==> src/hdl/hsd_pkg.sv <==
package hsd_pkg;

  localparam int unsigned StepW = 6;

  localparam logic [63:0] FnvOffset = 64'hcbf2_9ce4_8422_2325;
  localparam logic [8:0]  FnvPrimeLow = 9'h1b3;
  localparam int unsigned FnvPrimeShift = 40;
  localparam logic [63:0] MixGamma = 64'h9e37_79b9_7f4a_7c15;
  localparam logic [63:0] SaltAdd = 64'hbf58_476d_1ce4_e5b9;
  localparam logic [63:0] MixMul1 = 64'hbf58_476d_1ce4_e5b9;
  localparam logic [63:0] MixMul2 = 64'h94d0_49bb_1331_11eb;
  localparam int unsigned MixShiftA = 30;
  localparam int unsigned MixShiftB = 27;
  localparam int unsigned MixShiftC = 31;
  localparam int unsigned FracShift = 40;

  typedef enum logic [3:0] {
    OP_NOP,
    OP_LOAD,
    OP_GAMMA,
    OP_XS30,
    OP_XS27,
    OP_XS31,
    OP_SALT,
    OP_XS31X,
    OP_MLL,
    OP_MLH,
    OP_MHL,
    OP_EMIT
  } op_e;

  typedef enum logic {
    K_MUL1,
    K_MUL2
  } ksel_e;

  typedef struct packed {
    op_e   op;
    ksel_e ksel;
    logic  skip_salt;
  } ctl_t;

  localparam logic [StepW-1:0] StepEmit = StepW'(32);

  function automatic ctl_t mk(op_e op, ksel_e ksel, logic skip_salt);
    ctl_t w;
    w.op = op;
    w.ksel = ksel;
    w.skip_salt = skip_salt;
    return w;
  endfunction

  // Microprogram: unsalted seed, then optional salt mix and second finalize.
  function automatic ctl_t rom_word(logic [StepW-1:0] step);
    ctl_t w;
    unique case (step)
      6'd0:  w = mk(OP_LOAD,  K_MUL1, 1'b0);
      6'd1:  w = mk(OP_GAMMA, K_MUL1, 1'b0);
      6'd2:  w = mk(OP_XS30,  K_MUL1, 1'b0);
      6'd3:  w = mk(OP_MLL,   K_MUL1, 1'b0);
      6'd4:  w = mk(OP_MLH,   K_MUL1, 1'b0);
      6'd5:  w = mk(OP_MHL,   K_MUL1, 1'b0);
      6'd6:  w = mk(OP_XS27,  K_MUL1, 1'b0);
      6'd7:  w = mk(OP_MLL,   K_MUL2, 1'b0);
      6'd8:  w = mk(OP_MLH,   K_MUL2, 1'b0);
      6'd9:  w = mk(OP_MHL,   K_MUL2, 1'b0);
      6'd10: w = mk(OP_XS31,  K_MUL1, 1'b1);
      6'd11: w = mk(OP_SALT,  K_MUL1, 1'b0);
      6'd12: w = mk(OP_GAMMA, K_MUL1, 1'b0);
      6'd13: w = mk(OP_XS30,  K_MUL1, 1'b0);
      6'd14: w = mk(OP_MLL,   K_MUL1, 1'b0);
      6'd15: w = mk(OP_MLH,   K_MUL1, 1'b0);
      6'd16: w = mk(OP_MHL,   K_MUL1, 1'b0);
      6'd17: w = mk(OP_XS27,  K_MUL1, 1'b0);
      6'd18: w = mk(OP_MLL,   K_MUL2, 1'b0);
      6'd19: w = mk(OP_MLH,   K_MUL2, 1'b0);
      6'd20: w = mk(OP_MHL,   K_MUL2, 1'b0);
      6'd21: w = mk(OP_XS31X, K_MUL1, 1'b0);
      6'd22: w = mk(OP_GAMMA, K_MUL1, 1'b0);
      6'd23: w = mk(OP_XS30,  K_MUL1, 1'b0);
      6'd24: w = mk(OP_MLL,   K_MUL1, 1'b0);
      6'd25: w = mk(OP_MLH,   K_MUL1, 1'b0);
      6'd26: w = mk(OP_MHL,   K_MUL1, 1'b0);
      6'd27: w = mk(OP_XS27,  K_MUL1, 1'b0);
      6'd28: w = mk(OP_MLL,   K_MUL2, 1'b0);
      6'd29: w = mk(OP_MLH,   K_MUL2, 1'b0);
      6'd30: w = mk(OP_MHL,   K_MUL2, 1'b0);
      6'd31: w = mk(OP_XS31,  K_MUL1, 1'b0);
      6'd32: w = mk(OP_EMIT,  K_MUL1, 1'b0);
      default: w = mk(OP_NOP, K_MUL1, 1'b0);
    endcase
    return w;
  endfunction

endpackage

==> src/hdl/hsd_seq.sv <==
module hsd_seq (
  input  logic              clk_i,
  input  logic              rst_ni,
  input  logic              start_i,
  input  logic              with_salt_i,
  input  logic              out_free_i,
  output hsd_pkg::ctl_t     ctl_o,
  output logic              busy_o,
  output logic              emit_o
);

  logic [hsd_pkg::StepW-1:0] step_q, step_d;
  logic                      busy_q, busy_d;
  logic                      salt_q, salt_d;
  hsd_pkg::ctl_t             word;

  assign word = hsd_pkg::rom_word(step_q);

  always_comb begin
    ctl_o = word;
    if (!busy_q) begin
      ctl_o = hsd_pkg::mk(hsd_pkg::OP_NOP, hsd_pkg::K_MUL1, 1'b0);
    end
  end

  assign emit_o = busy_q && (word.op == hsd_pkg::OP_EMIT) && out_free_i;
  assign busy_o = busy_q;

  always_comb begin
    step_d = step_q;
    busy_d = busy_q;
    salt_d = salt_q;
    priority if (!busy_q) begin
      if (start_i) begin
        busy_d = 1'b1;
        step_d = '0;
        salt_d = with_salt_i;
      end
    end else if (word.op == hsd_pkg::OP_EMIT) begin
      // hold on the emit step until the output register frees up
      if (out_free_i) begin
        busy_d = 1'b0;
      end
    end else if (word.skip_salt && !salt_q) begin
      step_d = hsd_pkg::StepEmit;
    end else begin
      step_d = step_q + 1'b1;
    end
  end

  always_ff @(posedge clk_i or negedge rst_ni) begin
    if (!rst_ni) begin
      step_q <= '0;
      busy_q <= 1'b0;
      salt_q <= 1'b0;
    end else begin
      step_q <= step_d;
      busy_q <= busy_d;
      salt_q <= salt_d;
    end
  end

endmodule

==> src/hdl/hsd_dp.sv <==
module hsd_dp (
  input  logic          clk_i,
  input  logic          rst_ni,
  input  hsd_pkg::ctl_t ctl_i,
  input  logic          in_acc_i,
  input  logic [7:0]    data_byte_i,
  input  logic          has_byte_i,
  input  logic          last_byte_i,
  input  logic [31:0]   salt_high_i,
  input  logic [31:0]   salt_low_i,
  input  logic          cfg_wr_en_i,
  input  logic [63:0]   cfg_wr_data_i,
  output logic [63:0]   result_o
);

  logic [63:0] hash_q, hash_d;
  logic [63:0] base_q;
  logic [63:0] salt_q;
  logic [63:0] v_q, v_d;
  logic [63:0] p_q, p_d;
  logic [63:0] sav_q, sav_d;
  logic [63:0] fold;
  logic [63:0] k;
  logic [31:0] mul_a, mul_b;
  logic [63:0] mul;
  logic [63:0] hash_mul;

  assign fold = hash_q ^ {56'd0, data_byte_i};
  assign hash_mul = fold * {55'd0, hsd_pkg::FnvPrimeLow};

  always_comb begin
    hash_d = hash_q;
    if (in_acc_i && has_byte_i) begin
      hash_d = (fold << hsd_pkg::FnvPrimeShift) + hash_mul;
    end
    if (ctl_i.op == hsd_pkg::OP_LOAD) begin
      hash_d = hsd_pkg::FnvOffset;
    end
  end

  assign k = (ctl_i.ksel == hsd_pkg::K_MUL2) ? hsd_pkg::MixMul2 : hsd_pkg::MixMul1;

  // one 32x32 multiplier; a 64-bit product takes three passes
  always_comb begin
    mul_a = (ctl_i.op == hsd_pkg::OP_MHL) ? v_q[63:32] : v_q[31:0];
    mul_b = (ctl_i.op == hsd_pkg::OP_MLH) ? k[63:32] : k[31:0];
  end
  assign mul = {32'd0, mul_a} * {32'd0, mul_b};

  always_comb begin
    v_d = v_q;
    p_d = p_q;
    sav_d = sav_q;
    unique case (ctl_i.op)
      hsd_pkg::OP_LOAD:  v_d = base_q ^ hash_q;
      hsd_pkg::OP_GAMMA: v_d = v_q + hsd_pkg::MixGamma;
      hsd_pkg::OP_XS30:  v_d = v_q ^ (v_q >> hsd_pkg::MixShiftA);
      hsd_pkg::OP_XS27:  v_d = v_q ^ (v_q >> hsd_pkg::MixShiftB);
      hsd_pkg::OP_XS31:  v_d = v_q ^ (v_q >> hsd_pkg::MixShiftC);
      hsd_pkg::OP_SALT: begin
        sav_d = v_q;
        v_d = salt_q + hsd_pkg::SaltAdd;
      end
      hsd_pkg::OP_XS31X: v_d = v_q ^ (v_q >> hsd_pkg::MixShiftC) ^ sav_q;
      hsd_pkg::OP_MLL:   p_d = mul;
      hsd_pkg::OP_MLH:   p_d = p_q + {mul[31:0], 32'd0};
      hsd_pkg::OP_MHL:   v_d = p_q + {mul[31:0], 32'd0};
      default: ;
    endcase
  end

  always_ff @(posedge clk_i or negedge rst_ni) begin
    if (!rst_ni) begin
      hash_q <= hsd_pkg::FnvOffset;
      base_q <= '0;
    end else begin
      hash_q <= hash_d;
      if (cfg_wr_en_i) begin
        base_q <= cfg_wr_data_i;
      end
    end
  end

  always_ff @(posedge clk_i) begin
    v_q <= v_d;
    p_q <= p_d;
    sav_q <= sav_d;
    if (in_acc_i && last_byte_i) begin
      salt_q <= {salt_high_i, salt_low_i};
    end
  end

  assign result_o = v_q;

endmodule

==> src/hdl/hashed_seed_derivation_core.sv <==
// Derives a 64-bit seed from a domain string fed at most one byte per request,
// using a running FNV-1a hash mixed with the base seed by a splitmix64
// finalizer, plus an optional salt stage. A request that is not marked last
// is taken without stalling the input. A last request is followed by a
// microcoded finalize that runs on a single 32x32 multiplier, three passes
// per 64-bit product, after which the result sits in the output register;
// input is stalled while it runs and for any wait on a full output register.
// fraction_o is seed_o[63:40], the numerator over 16777216.
module hashed_seed_derivation_core (
  input  logic        clk_i,
  input  logic        rst_ni,
  input  logic        in_valid_i,
  output logic        in_stall_o,
  input  logic [7:0]  data_byte_i,
  input  logic        has_byte_i,
  input  logic        last_byte_i,
  input  logic        with_salt_i,
  input  logic [31:0] salt_high_i,
  input  logic [31:0] salt_low_i,
  output logic        out_valid_o,
  input  logic        out_stall_i,
  output logic [63:0] seed_o,
  output logic [23:0] fraction_o,
  input  logic        cfg_wr_en_i,
  input  logic [63:0] cfg_wr_data_i
);

  hsd_pkg::ctl_t ctl;
  logic          busy;
  logic          emit;
  logic          in_acc;
  logic          start;
  logic          out_free;
  logic [63:0]   result;
  logic          out_valid_q, out_valid_d;
  logic [63:0]   seed_q;

  assign in_stall_o = busy;
  assign in_acc = in_valid_i && !busy;
  assign start = in_acc && last_byte_i;
  assign out_free = !out_valid_q || !out_stall_i;

  hsd_seq u_seq (
    .clk_i       (clk_i),
    .rst_ni      (rst_ni),
    .start_i     (start),
    .with_salt_i (with_salt_i),
    .out_free_i  (out_free),
    .ctl_o       (ctl),
    .busy_o      (busy),
    .emit_o      (emit)
  );

  hsd_dp u_dp (
    .clk_i         (clk_i),
    .rst_ni        (rst_ni),
    .ctl_i         (ctl),
    .in_acc_i      (in_acc),
    .data_byte_i   (data_byte_i),
    .has_byte_i    (has_byte_i),
    .last_byte_i   (last_byte_i),
    .salt_high_i   (salt_high_i),
    .salt_low_i    (salt_low_i),
    .cfg_wr_en_i   (cfg_wr_en_i),
    .cfg_wr_data_i (cfg_wr_data_i),
    .result_o      (result)
  );

  always_comb begin
    out_valid_d = out_valid_q;
    if (out_valid_q && !out_stall_i) begin
      out_valid_d = 1'b0;
    end
    if (emit) begin
      out_valid_d = 1'b1;
    end
  end

  always_ff @(posedge clk_i or negedge rst_ni) begin
    if (!rst_ni) begin
      out_valid_q <= 1'b0;
    end else begin
      out_valid_q <= out_valid_d;
    end
  end

  always_ff @(posedge clk_i) begin
    if (emit) begin
      seed_q <= result;
    end
  end

  assign out_valid_o = out_valid_q;
  assign seed_o = seed_q;
  assign fraction_o = seed_q[63:hsd_pkg::FracShift];

  a_last_starts: assert property (@(posedge clk_i) disable iff (!rst_ni)
    start |=> in_stall_o)
    else $error("last request did not start finalize");

  a_bytes_stream: assert property (@(posedge clk_i) disable iff (!rst_ni)
    in_acc && !last_byte_i |=> !in_stall_o)
    else $error("plain byte request stalled the input");

  a_emit_done: assert property (@(posedge clk_i) disable iff (!rst_ni)
    emit |=> out_valid_o && !in_stall_o)
    else $error("emit did not load result and release input");

endmodule

==> config.mk <==
export PLATFORM = sky130hd
export DESIGN_NAME = hashed_seed_derivation_core
export DESIGN_NICKNAME = d
export VERILOG_FILES = /design/src/hdl/hsd_pkg.sv /design/src/hdl/hsd_seq.sv /design/src/hdl/hsd_dp.sv /design/src/hdl/hashed_seed_derivation_core.sv
export SDC_FILE = /design/constraint.sdc
export NUM_CORES = 2
export LEC_CHECK = 0
export ABC_CLOCK_PERIOD_IN_PS = 32400
export BUFFER_PORTS_ARGS = -buffer_cell sky130_fd_sc_hd__buf_2
export CAP_MARGIN = 20
export CORE_MARGIN = 1
export CORE_UTILIZATION = 60
export CTS_CLUSTER_DIAMETER = 50
export CTS_CLUSTER_SIZE = 16
export DETAILED_ROUTE_END_ITERATION = 8
export HOLD_SLACK_MARGIN = 0.06
export PLACE_DENSITY = 0.88
export SLEW_MARGIN = 20
export SYNTH_ARGS = -nofsm -noshare
export SYNTH_HDL_FRONTEND = slang
export SYNTH_SLANG_ARGS = --single-unit
==> constraint.sdc <==
create_clock -name clk_i -period 32.4 [get_ports clk_i]
set_clock_uncertainty 0.15 [all_clocks]
set_input_delay 3.24 -clock clk_i [delete_from_list [all_inputs] [get_ports clk_i]]
set_output_delay 3.24 -clock clk_i [all_outputs]
set_load 0.005 [all_outputs]
==> impl_metrics.toml <==
[clock_tree]
clk_pin_slew_ps = 80
cts_tree = "yes"
clock-root-buffer = "clkbuf_16"
cts_hold_buffers = 0
clk_latency_ps = 640
cts_post_setup_buffers_inserted = 0
cts.sinks = 457
numCtsBuffers = 46
htree_num_levels = 2
postCtsResizedCells = 0
ctsLongestPathBuffers = 3

[global_routing]
antenna_found_initial = 16
grt_pass1_vias = 52600
grt_max_degree = 87
grt_pass1_wl_um = 349000
grt_usage_pct = 43.1
grt-ovfl-total = 0

[synth]
synth_top_area_cell = "fa_1"
ys_top_cells_by_area = "fa_1 (33%), edfxtp_1 (15%), ha_1 (10%), inv_1 (7.5%), dfrtp_1 (4.1%)"
synthCells = 6583
syn_area_per_cell_um2 = 10.0
netlist_area_um2 = 65900
yosys_warnings = 0
synth_edf_count = 320
async_flop_share_pct = 30.0
ys_seq_area_share_pct = 19.8
ys.flop_type = "edfxtp_1"
synth_cell_types = 106
synth_top_area_share_pct = 32.5
syn_nets = 8345
synth_seq_cells = 457

[worst_setup_path]
startpoint = "u_seq.step_q[0]"
path_buf_inv = 6
crit_cells = 39
critPathKind = "reg2reg"
crit_family = "adder cells"
cpMaxStageDelayCell = "mux2i_1"
critPathMaxFanout = 36
end_kind = "flop"
cp-endpoint = "u_dp.result_o[63]"
critPathMaxStageDelay_ps = 930
r2r-start = "u_seq.step_q[0]"
reg2reg_slack_ps = 18490
r2r_end = "u_dp.result_o[63]"
cp.required_ps = 32580
timing.critical_path.mode_cell = "fa_1"
reg2regPathDepth = 39
cp_data_arrival_time_ps = 14090
start_kind = "flop"

[drt]
dr.pass1.iters = 9
antenna_left = 0
post_drt_wl_per_cell_um = 29.2
viasPerCell = 6.37
post-route-drc-count = 2
vias = 51700
wl_um = 237000
drtIter0Drc = 6705

[timing]
finalCritPeriodShare_pct = 42.9
finalMaxSlewViolations = 0
clock.fmax_mhz = 71.9
setup_tns_ps = 0
max_slew.worst_pin.slew_ps = 1130
holdWs_ps = 375
relSlewSlack_pct = 24.0
rsz0062_at_grt = "no"
final-hold-violation-count = 0
setup_viol = 0
fin_crit_ps = 13910

[die]
die_w_um = 333
io_pins = 234
die_y_um = 333
core_um2 = 109000
rows = 121
die-area_um2 = 111000
initial_core_util_pct = 60.5

[status]
status = "complete, but fails checks"
violations = "DRC"

[cells_and_area]
final_cell_mix = "inv_1 (1312), fa_1 (1071), ha_1 (543)"
n_fill_cell = 8695
fin_nets = 8420
multi_input_area_um2 = 46600
syn2layout_area_growth_pct = 5.87
final_common_cell = "inv_1"
drive_gt1_share_pct = 8.90
utilization_pct = 64.1
regArea_um2 = 13100

[place]
place_congestion = 1.01
numPortBuffers = 233
dp_hpwl_um = 195000

[hold_path]
hold_path_class = "reg2reg"

[flow_run]
maxCapViolCount = 0
-- cell usage after synthesis (all sizes together) (10+ instances only) --
| cell | n |
|---|---|
| a211oi | 28 |
| or3 | 18 |
| a221oi | 53 |
| a221o | 16 |
| o21ai | 248 |
| o31ai | 17 |
| nand2b | 76 |
| o2111ai | 10 |
| xnor2 | 251 |
| o21bai | 31 |
| edfxtp | 320 |
| nand4 | 39 |
| mux2 | 74 |
| nor2 | 410 |
| xor2 | 136 |
| o211ai | 40 |
| nor2b | 43 |
| fa | 1071 |
| and2 | 121 |
| buf | 116 |
| and3 | 21 |
| ha | 547 |
| nor4 | 15 |
| a211o | 13 |
| mux2i | 35 |
| o221ai | 34 |
| dfrtp | 109 |
| a22oi | 30 |
| o21a | 25 |
| clkbuf | 162 |
| nand2 | 314 |
| o22ai | 27 |
| a31oi | 33 |
| nand3 | 82 |
| nor3 | 54 |
| dfstp | 28 |
| inv | 1348 |
| a21o | 84 |
| a2111oi | 16 |
| a21boi | 13 |
| a21oi | 335 |
-- layout make-up --
class                           instances  share of cell area (%)
Sequential cell                       457                    18.7
Clock buffer                           56                    1.70
Multi-Input combinational cell       4499                    66.8
Antenna cell                            6                  0.0215
Timing Repair Buffer                  305                    2.47
Clock inverter                         28                   0.484
Tap cell                             1414                    2.54
Inverter                             1349                    7.26
-- worst min-delay path, delay by kind of cell (launching register included) --
kind / cells / cell delay, ps
DFF: 1 / 400
AOI/OAI and AO/OA: 1 / 70
and+or+nand+nor: 1 / 50
-- stage by stage --
| stage | setup WS (ps) | area, µm² | instances |
|---|---|---|---|
| after floorplan | 21150 | 65900 | 6583 |
| after global placement | 18820 | 68200 | 8022 |
| after detailed placement | 18760 | 68200 | 8023 |
| after CTS | 18730 | 69700 | 8107 |
| after global routing | 17940 | 69800 | 8112 |
| final | 18490 | 69800 | 8114 |
-- per-layer routing --
metal	GRT usage [%]	wire [µm]	vias up
met5	0	150	-
met4	21.1	15000	10
met3	11.2	29300	784
met2	64.4	103000	3651
met1	58.5	89600	25700
li1	-	-	21600
-- registers in the layout, indices dropped and copies added, names as in the netlist --
register / cells
out_valid_o: 1
u_seq.busy_o: 1
u_dp.hash_q: 64
seed_o: 64
u_dp.base_q: 64
u_seq.salt_q: 1
u_dp.result_o: 64
u_seq.step_q: 6
u_dp.p_q: 64
u_dp.salt_q: 64
u_dp.sav_q: 64
-- worst min-delay path by stage --
stage | startpoint | endpoint | slack, ps | cells past startpoint
2_1_floorplan | u_dp.result_o[20] | seed_o[20] | 290 | 0
3_3_place_gp | u_dp.hash_q[0] | u_dp.hash_q[0] | 340 | 2
3_5_place_dp | u_dp.hash_q[0] | u_dp.hash_q[0] | 360 | 2
4_1_cts | u_dp.hash_q[0] | u_dp.hash_q[0] | 370 | 2
5_1_grt | u_dp.hash_q[0] | u_dp.hash_q[0] | 390 | 2
6_report | u_dp.hash_q[0] | u_dp.hash_q[0] | 370 | 2
-- kinds of logic (layout without fill, tap and decap cells) --
kind of cell,Yosys count,in the layout,share of synthesized area [%]
flops,457,457,19.8
fa+ha+maj,1618,1618,42.9
compound gates,1145,1145,11.5
buf+inv,1627,1738,9.65
xor+xnor,388,388,5.18
simple gates,1236,1236,9.04
other cells,0,6,0
mux,112,112,1.90
Power is not shown: default switching activity piles up to over one toggle a cycle in this logic, so the estimate is an artifact.
